[config.mk]
export PLATFORM = sky130hd
export DESIGN_NAME = median_tank_level_volume
export DESIGN_NICKNAME = d
export VERILOG_FILES = /design/src/mtlv_pkg.sv /design/src/mtlv_front.sv /design/src/mtlv_div.sv /design/src/mtlv_back.sv /design/src/median_tank_level_volume.sv
export SDC_FILE = /design/constraint.sdc
export NUM_CORES = 2
export LEC_CHECK = 0
export ABC_AREA = 1
export BUFFER_PORTS_ARGS = -buffer_cell sky130_fd_sc_hd__clkbuf_2
export CAP_MARGIN = 20
export CORE_ASPECT_RATIO = 1.1
export CORE_MARGIN = 2
export CORE_UTILIZATION = 45
export DETAILED_ROUTE_END_ITERATION = 7
export SETUP_SLACK_MARGIN = 0.4
export SLEW_MARGIN = 40
export SYNTH_ARGS = -nofsm -noshare
export SYNTH_HDL_FRONTEND = slang
export SYNTH_HIERARCHICAL = 1
export SYNTH_SLANG_ARGS = --single-unit
[constraint.sdc]
create_clock -name i_clk -period 26 [get_ports i_clk]
set_input_delay 1.3 -clock i_clk [delete_from_list [all_inputs] [get_ports i_clk]]
set_output_delay 1.3 -clock i_clk [all_outputs]
set_load 0.02 [all_outputs]
[src/mtlv_pkg.sv]
// Shared types and constants of the median tank level and volume block.
`default_nettype none
package mtlv_pkg;

    localparam int SMP_W      = 16;
    localparam int CNT_W      = 7;
    localparam int AREA_W     = 32;
    localparam int PROD_W     = 48;
    localparam int VOL_W      = 39;
    localparam int REM_W      = 10;
    localparam int DIVISOR    = 1000;
    localparam int QH_W       = VOL_W - SMP_W;
    localparam int LO_W       = REM_W + SMP_W;
    localparam int RECIP_W    = 64;
    localparam int RECIP_SHIFT = 38;
    localparam logic [AREA_W-1:0] RECIP_MUL = 32'h10624DD3;
    localparam int CFG_ADDR_W = 3;
    localparam int CFG_DATA_W = 16;
    localparam int Q_DEPTH    = 2;
    localparam int Q_PTR_W    = 1;
    localparam int Q_FILL_W   = 2;

    localparam logic [CFG_ADDR_W-1:0] REG_WIDTH  = 3'd0;
    localparam logic [CFG_ADDR_W-1:0] REG_LENGTH = 3'd1;
    localparam logic [CFG_ADDR_W-1:0] REG_HEIGHT = 3'd2;
    localparam logic [CFG_ADDR_W-1:0] REG_OFFSET = 3'd3;
    localparam logic [CFG_ADDR_W-1:0] REG_CONFIG = 3'd4;
    localparam logic [CFG_ADDR_W-1:0] REG_LIMIT  = 3'd5;

    localparam logic [CNT_W-1:0] LIMIT_RESET = 7'd5;

    typedef struct packed {
        logic [SMP_W-1:0] sample;
        logic             ok;
        logic             last;
    } t_item;

    typedef struct packed {
        logic [SMP_W-1:0]        width;
        logic [SMP_W-1:0]        length;
        logic [SMP_W-1:0]        height;
        logic signed [SMP_W-1:0] offset;
        logic                    configured;
        logic [CNT_W-1:0]        limit;
    } t_cfg;

    typedef struct packed {
        logic             level_valid;
        logic [SMP_W-1:0] median;
        logic [CNT_W-1:0] good;
        logic [SMP_W-1:0] liquid;
        logic [VOL_W-1:0] volume;
        logic [VOL_W-1:0] capacity;
    } t_result;

endpackage
`default_nettype wire

[src/mtlv_front.sv]
// Front end: sample intake, burst position tagging and the item queue.
`default_nettype none
module mtlv_front #(
    parameter int SAMPLES_PER_BURST = 10
) (
    input  wire logic                    i_clk,
    input  wire logic                    i_rst_n,
    input  wire logic                    i_valid,
    output logic                         o_ready,
    input  wire logic [15:0]             i_sample_mm,
    input  wire logic                    i_sample_ok,
    output logic                         o_q_valid,
    output mtlv_pkg::t_item              o_q_item,
    input  wire logic                    i_q_pop
);
    import mtlv_pkg::*;

    localparam logic [CNT_W-1:0] LAST_POS = CNT_W'(SAMPLES_PER_BURST - 1);

    logic [CNT_W-1:0]    r_pos;
    t_item               r_q [Q_DEPTH];
    logic [Q_PTR_W-1:0]  r_wr;
    logic [Q_PTR_W-1:0]  r_rd;
    logic [Q_FILL_W-1:0] r_fill;
    logic                push;
    logic                last;

    assign o_ready   = (r_fill != Q_FILL_W'(Q_DEPTH));
    assign o_q_valid = (r_fill != '0);
    assign o_q_item  = r_q[r_rd];
    assign push      = i_valid && o_ready;
    assign last      = (r_pos == LAST_POS);

    always_ff @(posedge i_clk) begin
        if (!i_rst_n) begin
            r_pos  <= '0;
            r_wr   <= '0;
            r_rd   <= '0;
            r_fill <= '0;
        end else begin
            if (push) begin
                r_pos <= last ? '0 : r_pos + CNT_W'(1);
                r_wr  <= r_wr + Q_PTR_W'(1);
            end
            if (i_q_pop) begin
                r_rd <= r_rd + Q_PTR_W'(1);
            end
            if (push && !i_q_pop) begin
                r_fill <= r_fill + Q_FILL_W'(1);
            end else if (!push && i_q_pop) begin
                r_fill <= r_fill - Q_FILL_W'(1);
            end
        end
    end

    always_ff @(posedge i_clk) begin
        if (push) begin
            r_q[r_wr].sample <= i_sample_mm;
            r_q[r_wr].ok     <= i_sample_ok;
            r_q[r_wr].last   <= last;
        end
    end

endmodule
`default_nettype wire

[src/mtlv_div.sv]
// Two-lane divider by the millilitre constant using reciprocal multiplication.
`default_nettype none
module mtlv_div (
    input  wire logic                               i_clk,
    input  wire logic                               i_rst_n,
    input  wire logic                               i_start,
    input  wire logic [1:0][mtlv_pkg::PROD_W-1:0]   i_dvd,
    output logic                                    o_done,
    output logic [1:0][mtlv_pkg::VOL_W-1:0]         o_quo
);
    import mtlv_pkg::*;

    localparam logic [1:0] STEP_HI  = 2'd0;
    localparam logic [1:0] STEP_REM = 2'd1;
    localparam logic [1:0] STEP_LO  = 2'd2;

    logic [1:0][PROD_W-1:0] r_x;
    logic [1:0][QH_W-1:0]   r_qh;
    logic [1:0][LO_W-1:0]   r_lo;
    logic [1:0][SMP_W-1:0]  r_ql;
    logic [1:0][QH_W-1:0]   qh;
    logic [1:0][LO_W-1:0]   lo;
    logic [1:0][SMP_W-1:0]  ql;
    logic [1:0]             r_step;
    logic                   r_busy;
    logic                   r_done;

    // Split each dividend into its upper 32 bits and lower 16 bits; the
    // remainder of the upper part joined to the lower part gives the low
    // 16 quotient bits.
    always_comb begin
        logic [AREA_W-1:0]  hi;
        logic [AREA_W-1:0]  op;
        logic [RECIP_W-1:0] prod;
        logic [AREA_W-1:0]  rem;
        for (int j = 0; j < 2; j++) begin
            hi    = r_x[j][PROD_W-1:SMP_W];
            op    = (r_step == STEP_LO) ? AREA_W'(r_lo[j]) : hi;
            prod  = RECIP_W'(op) * RECIP_W'(RECIP_MUL);
            qh[j] = prod[RECIP_SHIFT +: QH_W];
            ql[j] = prod[RECIP_SHIFT +: SMP_W];
            rem   = hi - AREA_W'(r_qh[j]) * AREA_W'(DIVISOR);
            lo[j] = {rem[REM_W-1:0], r_x[j][SMP_W-1:0]};
        end
    end

    always_ff @(posedge i_clk) begin
        if (!i_rst_n) begin
            r_busy <= 1'b0;
            r_done <= 1'b0;
            r_step <= STEP_HI;
        end else begin
            r_done <= 1'b0;
            if (i_start) begin
                r_busy <= 1'b1;
                r_step <= STEP_HI;
            end else if (r_busy) begin
                r_step <= r_step + 2'd1;
                if (r_step == STEP_LO) begin
                    r_busy <= 1'b0;
                    r_done <= 1'b1;
                end
            end
        end
    end

    always_ff @(posedge i_clk) begin
        if (i_start) begin
            r_x <= i_dvd;
        end else if (r_busy) begin
            case (r_step)
                STEP_HI:  r_qh <= qh;
                STEP_REM: r_lo <= lo;
                STEP_LO:  r_ql <= ql;
                default: begin
                end
            endcase
        end
    end

    assign o_done   = r_done;
    assign o_quo[0] = {r_qh[0], r_ql[0]};
    assign o_quo[1] = {r_qh[1], r_ql[1]};

endmodule
`default_nettype wire

[src/mtlv_back.sv]
// Back end: sorted sample store, burst counters, level and volume sequencer.
`default_nettype none
module mtlv_back #(
    parameter int SAMPLES_PER_BURST = 10
) (
    input  wire logic              i_clk,
    input  wire logic              i_rst_n,
    input  wire mtlv_pkg::t_cfg    i_cfg,
    input  wire logic              i_q_valid,
    input  wire mtlv_pkg::t_item   i_q_item,
    output logic                   o_q_pop,
    output logic                   o_res_valid,
    input  wire logic              i_res_ready,
    output mtlv_pkg::t_result      o_res
);
    import mtlv_pkg::*;

    localparam int N     = SAMPLES_PER_BURST;
    localparam int IDX_W = (N > 1) ? $clog2(N) : 1;

    localparam logic [2:0] ST_IDLE     = 3'd0;
    localparam logic [2:0] ST_EVAL     = 3'd1;
    localparam logic [2:0] ST_MUL_VOL  = 3'd2;
    localparam logic [2:0] ST_MUL_CAP  = 3'd3;
    localparam logic [2:0] ST_DIV_GO   = 3'd4;
    localparam logic [2:0] ST_DIV_WAIT = 3'd5;
    localparam logic [2:0] ST_PUSH     = 3'd6;

    logic [2:0]        r_state;
    logic [2:0]        n_state;
    logic [SMP_W-1:0]  r_buf [N];
    logic [SMP_W-1:0]  n_buf [N];
    logic [N-1:0]      stay;
    logic [CNT_W-1:0]  r_good;
    logic [CNT_W-1:0]  r_failed;
    logic              r_ok;
    logic [SMP_W-1:0]  r_med;
    logic [SMP_W-1:0]  r_liq;
    logic [CNT_W-1:0]  r_res_good;
    logic [AREA_W-1:0] r_area;
    logic [PROD_W-1:0] r_pvol;
    logic [PROD_W-1:0] r_pcap;

    logic [CNT_W-1:0]  half;
    logic [IDX_W-1:0]  med_idx;
    logic [SMP_W-1:0]  med_sel;
    logic [17:0]       sum;
    logic [17:0]       diff;
    logic [SMP_W-1:0]  liq;
    logic              accept_ok;

    logic [AREA_W-1:0] mul_a;
    logic [SMP_W-1:0]  mul_b;
    logic [PROD_W-1:0] mul_p;

    logic                   div_done;
    logic [1:0][VOL_W-1:0]  div_quo;

    assign o_q_pop = (r_state == ST_IDLE) && i_q_valid;

    always_comb begin
        for (int i = 0; i < N; i++) begin
            stay[i] = (CNT_W'(i) < r_good) && (r_buf[i] <= i_q_item.sample);
        end
        for (int i = 0; i < N; i++) begin
            if (stay[i]) begin
                n_buf[i] = r_buf[i];
            end else if (i == 0) begin
                n_buf[i] = i_q_item.sample;
            end else if (stay[(i > 0) ? i - 1 : 0]) begin
                n_buf[i] = i_q_item.sample;
            end else begin
                n_buf[i] = r_buf[(i > 0) ? i - 1 : 0];
            end
        end
    end

    assign half      = r_good >> 1;
    assign med_idx   = half[IDX_W-1:0];
    assign med_sel   = r_buf[med_idx];
    assign sum       = {2'b00, med_sel} + {{2{i_cfg.offset[SMP_W-1]}}, i_cfg.offset};
    assign diff      = {2'b00, i_cfg.height} - sum;
    assign accept_ok = i_cfg.configured && (r_good != '0) && (r_failed <= i_cfg.limit);

    always_comb begin
        if (diff[17]) begin
            liq = '0;
        end else if (diff[16:0] > {1'b0, i_cfg.height}) begin
            liq = i_cfg.height;
        end else begin
            liq = diff[SMP_W-1:0];
        end
    end

    always_comb begin
        mul_a = {16'b0, i_cfg.width};
        mul_b = i_cfg.length;
        case (r_state)
            ST_MUL_VOL: begin
                mul_a = r_area;
                mul_b = r_liq;
            end
            ST_MUL_CAP: begin
                mul_a = r_area;
                mul_b = i_cfg.height;
            end
            default: begin
                mul_a = {16'b0, i_cfg.width};
                mul_b = i_cfg.length;
            end
        endcase
    end

    assign mul_p = PROD_W'(mul_a) * PROD_W'(mul_b);

    always_comb begin
        n_state = r_state;
        unique case (r_state)
            ST_IDLE: begin
                if (i_q_valid && i_q_item.last) begin
                    n_state = ST_EVAL;
                end
            end
            ST_EVAL:     n_state = accept_ok ? ST_MUL_VOL : ST_PUSH;
            ST_MUL_VOL:  n_state = ST_MUL_CAP;
            ST_MUL_CAP:  n_state = ST_DIV_GO;
            ST_DIV_GO:   n_state = ST_DIV_WAIT;
            ST_DIV_WAIT: begin
                if (div_done) begin
                    n_state = ST_PUSH;
                end
            end
            ST_PUSH: begin
                if (i_res_ready) begin
                    n_state = ST_IDLE;
                end
            end
            default:     n_state = ST_IDLE;
        endcase
    end

    always_ff @(posedge i_clk) begin
        if (!i_rst_n) begin
            r_state  <= ST_IDLE;
            r_good   <= '0;
            r_failed <= '0;
        end else begin
            r_state <= n_state;
            if (o_q_pop) begin
                if (i_q_item.ok) begin
                    r_good <= r_good + CNT_W'(1);
                end else begin
                    r_failed <= r_failed + CNT_W'(1);
                end
            end else if (r_state == ST_EVAL) begin
                r_good   <= '0;
                r_failed <= '0;
            end
        end
    end

    always_ff @(posedge i_clk) begin
        if (o_q_pop && i_q_item.ok) begin
            for (int i = 0; i < N; i++) begin
                r_buf[i] <= n_buf[i];
            end
        end
        if (r_state == ST_EVAL) begin
            r_ok       <= accept_ok;
            r_med      <= med_sel;
            r_liq      <= liq;
            r_res_good <= r_good;
            r_area     <= mul_p[AREA_W-1:0];
        end
        if (r_state == ST_MUL_VOL) begin
            r_pvol <= mul_p;
        end
        if (r_state == ST_MUL_CAP) begin
            r_pcap <= mul_p;
        end
    end

    mtlv_div u_div (
        .i_clk   (i_clk),
        .i_rst_n (i_rst_n),
        .i_start (r_state == ST_DIV_GO),
        .i_dvd   ({r_pcap, r_pvol}),
        .o_done  (div_done),
        .o_quo   (div_quo)
    );

    assign o_res_valid       = (r_state == ST_PUSH);
    assign o_res.level_valid = r_ok;
    assign o_res.median      = r_ok ? r_med : '0;
    assign o_res.good        = r_ok ? r_res_good : '0;
    assign o_res.liquid      = r_ok ? r_liq : '0;
    assign o_res.volume      = r_ok ? div_quo[0] : '0;
    assign o_res.capacity    = r_ok ? div_quo[1] : '0;

endmodule
`default_nettype wire

[src/median_tank_level_volume.sv]
// Top level of the median-filtered tank level and volume block.
// Input channel: one beat per distance sample (i_sample_mm, i_sample_ok) on
// i_valid/o_ready. Every SAMPLES_PER_BURST beats form a burst; the good
// samples go into a sorted store, one insertion per cycle while the
// sequencer is idle, and failed ones are counted.
// Output channel: one beat per burst on o_valid/i_ready carrying the level,
// the upper median, the good count and the liquid and full volumes.
// A two-entry queue sits between intake and processing, so samples are taken
// one per cycle while processing keeps up.
// After the last sample of a burst leaves the queue, an accepted burst passes
// an evaluation state, two states on the shared 32x16 multiplier, one that
// starts the divide by 1000, the three divider steps, one that sees it finish
// and the push state that loads the output register.
// Meanwhile intake takes up to two more samples before o_ready drops.
// The result sits in an output register; while the receiver stalls it holds
// and the next burst's samples are still sorted; a second finished result
// waits in the sequencer, which then stops taking samples.
// Configuration is written on i_cfg_we/i_cfg_addr/i_cfg_data with no wait.
// Reset empties the queue, clears the burst counters and o_valid and
// loads the register defaults; the sample store needs no clearing.
`default_nettype none
module median_tank_level_volume #(
    parameter int SAMPLES_PER_BURST = 10
) (
    input  wire logic                               i_clk,
    input  wire logic                               i_rst_n,
    input  wire logic                               i_cfg_we,
    input  wire logic [mtlv_pkg::CFG_ADDR_W-1:0]    i_cfg_addr,
    input  wire logic [mtlv_pkg::CFG_DATA_W-1:0]    i_cfg_data,
    input  wire logic                               i_valid,
    output logic                                    o_ready,
    input  wire logic [15:0]                        i_sample_mm,
    input  wire logic                               i_sample_ok,
    output logic                                    o_valid,
    input  wire logic                               i_ready,
    output logic                                    o_level_valid,
    output logic [15:0]                             o_median_mm,
    output logic [6:0]                              o_good_count,
    output logic [15:0]                             o_liquid_height_mm,
    output logic [38:0]                             o_volume_ml,
    output logic [38:0]                             o_capacity_ml
);
    import mtlv_pkg::*;

    t_cfg    r_cfg;
    logic    q_valid;
    t_item   q_item;
    logic    q_pop;
    logic    res_valid;
    logic    res_ready;
    t_result res;
    logic    r_out_valid;
    t_result r_out;

    always_ff @(posedge i_clk) begin
        if (!i_rst_n) begin
            r_cfg.width      <= '0;
            r_cfg.length     <= '0;
            r_cfg.height     <= '0;
            r_cfg.offset     <= '0;
            r_cfg.configured <= 1'b0;
            r_cfg.limit      <= LIMIT_RESET;
        end else if (i_cfg_we) begin
            unique case (i_cfg_addr)
                REG_WIDTH:  r_cfg.width      <= i_cfg_data;
                REG_LENGTH: r_cfg.length     <= i_cfg_data;
                REG_HEIGHT: r_cfg.height     <= i_cfg_data;
                REG_OFFSET: r_cfg.offset     <= $signed(i_cfg_data);
                REG_CONFIG: r_cfg.configured <= i_cfg_data[0];
                REG_LIMIT:  r_cfg.limit      <= i_cfg_data[CNT_W-1:0];
                default:    r_cfg.limit      <= r_cfg.limit;
            endcase
        end
    end

    mtlv_front #(
        .SAMPLES_PER_BURST (SAMPLES_PER_BURST)
    ) u_front (
        .i_clk       (i_clk),
        .i_rst_n     (i_rst_n),
        .i_valid     (i_valid),
        .o_ready     (o_ready),
        .i_sample_mm (i_sample_mm),
        .i_sample_ok (i_sample_ok),
        .o_q_valid   (q_valid),
        .o_q_item    (q_item),
        .i_q_pop     (q_pop)
    );

    mtlv_back #(
        .SAMPLES_PER_BURST (SAMPLES_PER_BURST)
    ) u_back (
        .i_clk       (i_clk),
        .i_rst_n     (i_rst_n),
        .i_cfg       (r_cfg),
        .i_q_valid   (q_valid),
        .i_q_item    (q_item),
        .o_q_pop     (q_pop),
        .o_res_valid (res_valid),
        .i_res_ready (res_ready),
        .o_res       (res)
    );

    assign res_ready = !r_out_valid || i_ready;

    always_ff @(posedge i_clk) begin
        if (!i_rst_n) begin
            r_out_valid <= 1'b0;
        end else if (res_ready) begin
            r_out_valid <= res_valid;
        end
    end

    always_ff @(posedge i_clk) begin
        if (res_ready && res_valid) begin
            r_out <= res;
        end
    end

    assign o_valid            = r_out_valid;
    assign o_level_valid      = r_out.level_valid;
    assign o_median_mm        = r_out.median;
    assign o_good_count       = r_out.good;
    assign o_liquid_height_mm = r_out.liquid;
    assign o_volume_ml        = r_out.volume;
    assign o_capacity_ml      = r_out.capacity;

    a_reject_zero: assert property (@(posedge i_clk) disable iff (!i_rst_n)
        o_valid && !o_level_valid |->
            o_median_mm == '0 && o_good_count == '0 && o_liquid_height_mm == '0 &&
            o_volume_ml == '0 && o_capacity_ml == '0)
        else $error("rejected burst carries nonzero fields");

    a_good_range: assert property (@(posedge i_clk) disable iff (!i_rst_n)
        o_valid && o_level_valid |->
            o_good_count != '0 && o_good_count <= CNT_W'(SAMPLES_PER_BURST))
        else $error("accepted burst with good count out of range");

    a_pop_needs_item: assert property (@(posedge i_clk) disable iff (!i_rst_n)
        q_pop |-> q_valid)
        else $error("queue popped while empty");

endmodule
`default_nettype wire
==> reports/results.tsv <==
stage	metric	value	unit
outcome	outcome	finished clean	
synth	Synth Area in Simple Gates	15.9	%
route	Vias	67200	
die	die height	470	µm
synth	XOR/XNOR share of the synthesized area	0.995	%
route	Routed WL	281000	µm
synth	Synth Instances	10200	
synth	Synth area leaders	edfxtp_1 (24%), fa_1 (23%), ha_1 (16%), inv_1 (11%), nand2_1 (9.0%)	
worst_hold_path	Hold/Removal Path Class	reg2reg	
cells_and_area	most frequent cells in the layout	inv_1 (2545), nand2_1 (2111), ha_1 (1106)	
setup_path	Setup crit end kind	flip-flop	
die	Die Wd	428	µm
placed_design	GPL Wtd Cong	0.987	
setup_path	slowest cell delay on critical path	0.64	ns
die	starting density of the core	45.1	%
route	drt pass-1 iters	6	
global_routing	aggregate global-route resource usage	28.3	%
synth	most common flop cell mapped by yosys	edfxtp_1	
cells_and_area	commonest non-fill, non-tap cell in the layout	inv_1	
route	Via density	5.16	
clocking	worst skew pair latency	0.77	ns
synth	Synth cell types	65	
synth	cell taking the most area after synthesis	edfxtp_1	
synth	Post-Syn Area	88900	µm²
synth	Post-synth EDFFs	708	
timing	fin. max-slew vios	0	
setup_path	Crit-path slowest cell	o22ai_2	
setup_path	CP Launch Type	flip-flop	
clocking	Setup Buffers After CTS	0	
synth	ys async rst share	0	%
timing	Setup Skew	0.0566	ns
route	Detailed Route Iter0 Violations	4797	
global_routing	initial antenna violation count	3	
timing	endpoints failing hold	0	
global_routing	vias in the first global route	70600	
synth	Ys Warns	6	
route	DRC	0	
setup_path	Critical Path AT	9.77	ns
cells_and_area	final net count	12500	
clocking	post-cts sizing count	0	
die	top-level I/O count	161	
clocking	total CTS buffers	94	
synth	synthesized area per cell	8.74	µm²
setup_path	Worst Path Max Fanout	34	
cells_and_area	Fillers	18900	
clocking	hold-fix buffer count after cts	0	
job	maxcap violations	0	
route	antenna-violating nets left	0	
synth	post-synthesis adder-cell area fraction	38.9	%
route	Routed wire per std cell	21.6	µm
clocking	clock sink count	818	
placed_design	dpl hpwl	233000	µm
synth	Seq/Total Area, Yosys	26.4	%
global_routing	GR Overflow Total	0	
timing	Setup violations, final	0	
global_routing	first-pass GRT wire length	428000	µm
synth	proportion of synthesized area in mux cells	0.577	%
timing	Tmin final	9.36	ns
clocking	CTS Root Buffer Type	clkbuf_16	
synth	area fraction in compound gates after synthesis	5.34	%
placed_design	input/output buffers	160	
global_routing	largest net degree at the start of global routing	81	
cells_and_area	area grow syn2layout	8.21	%
setup_path	worst path required time	26.41	ns
synth	area share of the largest cell type after synthesis	23.9	%
clocking	Clk pin slew, worst setup/hold paths	0.06	ns
clocking	H-tree levels	3	
timing	RSZ-0062 raised after global routing	no	
timing	Max-slew headroom	36.7	%
synth	main combinational cell family by area after synthesis	adder cells	
timing	Final Cycle Share	36.0	%
synth	Mapped Nets	12400	
synth	Yosys reg bits	818	
die	num rows	171	
die	area of the core	197000	µm²
timing	Fmax	0.107	GHz
setup_path	CP Class	reg2reg	
clocking	Max Buffers Root-to-Sink	3	
timing	Slew @ Worst Pin	0.939	ns
cells_and_area	share of cells above drive strength 1	5.83	%
die	area of the die	201000	µm²
clocking	CTS tree	done	
setup_path	Crit path top cell by count	fa_1	
timing	sum of negative setup slack	0	ns
## cell families (layout without fill, tap and decap cells)
kind of cell,after synthesis,after routing
other cells,0,1
flops,818,818
compound gates,831,831
fa+ha+maj,2141,2141
mux,49,49
simple gates,3471,3471
xor+xnor,101,101
buf+inv,2762,3016
## final timing paths
check	depth (start not counted)	slack (ns)	to	start
worst min register to register	0	0.38	u_back/u_div/r_x[40]	u_back/r_pvol[40]
worst min-delay path	0	0.38	u_back/u_div/r_x[40]	u_back/r_pvol[40]
worst max register to register	28	16.64	u_back/r_pcap[39]	u_back/r_state[1]
worst max-delay path	28	16.64	u_back/r_pcap[39]	u_back/r_state[1]
## metal layers
metal  vias to the layer above  part of all wire [%]  wire (µm)  global-route usage [%]
met2                      2015                    48     136000                    48.1
met4                         2                   4.7      13300                    11.6
met1                     32900                    42     117000                    36.4
li1                      31700                     -          -                       -
met5                         -                0.0046         13                       0
met3                       506                   5.3      14800                    3.55
## cell usage after synthesis, drive strengths merged, types with 18 or more instances
| master | n |
|---|---|
| a21oi | 322 |
| buf | 101 |
| clkbuf | 71 |
| dfxtp | 110 |
| edfxtp | 708 |
| fa | 1034 |
| ha | 1107 |
| inv | 2579 |
| mux2 | 18 |
| mux2i | 31 |
| nand2 | 2130 |
| nand3 | 287 |
| nand4 | 72 |
| nor2 | 840 |
| nor3 | 65 |
| o211ai | 49 |
| o21ai | 344 |
| o21bai | 20 |
| or2 | 37 |
| xnor2 | 37 |
| xor2 | 64 |
## area by class of cell
type	count	area (µm²)	area share, %
Tap cell	2595	3250	3.38
Multi-Input combinational cell	6593	55000	57.2
Inverter	2590	9730	10.1
Sequential cell	818	23500	24.4
Antenna cell	1	2.50	0.00260
Clock buffer	114	2460	2.56
Clock inverter	58	679	0.707
Timing Repair Buffer	254	1600	1.66
## worst max-delay path, delay by kind of cell (launching register included)
family                   cells  cell delay [ns]
AND/OR/NAND/NOR              9             1.70
AO/OA/AOI/OAI                6             2.20
buffers and inverters        6             1.14
flip-flops                   1             0.42
adder cells (fa/ha/maj)      7             3.50
## registers in the layout, summed over array words and instances (netlist names), 16 cells and up, named ones only
name and flops:
o_capacity_ml 39, o_liquid_height_mm 16, o_median_mm 16, o_volume_ml 39
r_cfg 72, u_back/r_area 32, u_back/r_buf 160, u_back/r_liq 16
u_back/r_med 16, u_back/r_pcap 48, u_back/r_pvol 48, u_back/u_div/lo 32
u_back/u_div/o_quo 78, u_back/u_div/r_lo 52, u_back/u_div/r_x 64, u_front/r_q 36
## stage by stage
| stage | hold slack (ns) | setup slack (ns) | instances | area [µm²] | utilization [%] |
|---|---|---|---|---|---|
| 6_report | 0.382 | 16.64 | 13000 | 96200 | 48.9 |
| 3_5_place_dp | 0.405 | 16.60 | 12800 | 93000 | 47.2 |
| 5_1_grt | 0.388 | 16.25 | 13000 | 96200 | 48.9 |
| 4_1_cts | 0.379 | 16.52 | 13000 | 96100 | 48.8 |
| 3_3_place_gp | 0.401 | 15.91 | 12800 | 92800 | 47.2 |
| 2_1_floorplan | 0.400 | 17.03 | 10200 | 88900 | - |
Power is left out: the tool's default activity adds up to more than one toggle a clock period on the data nets, which glitch-free logic cannot reach.
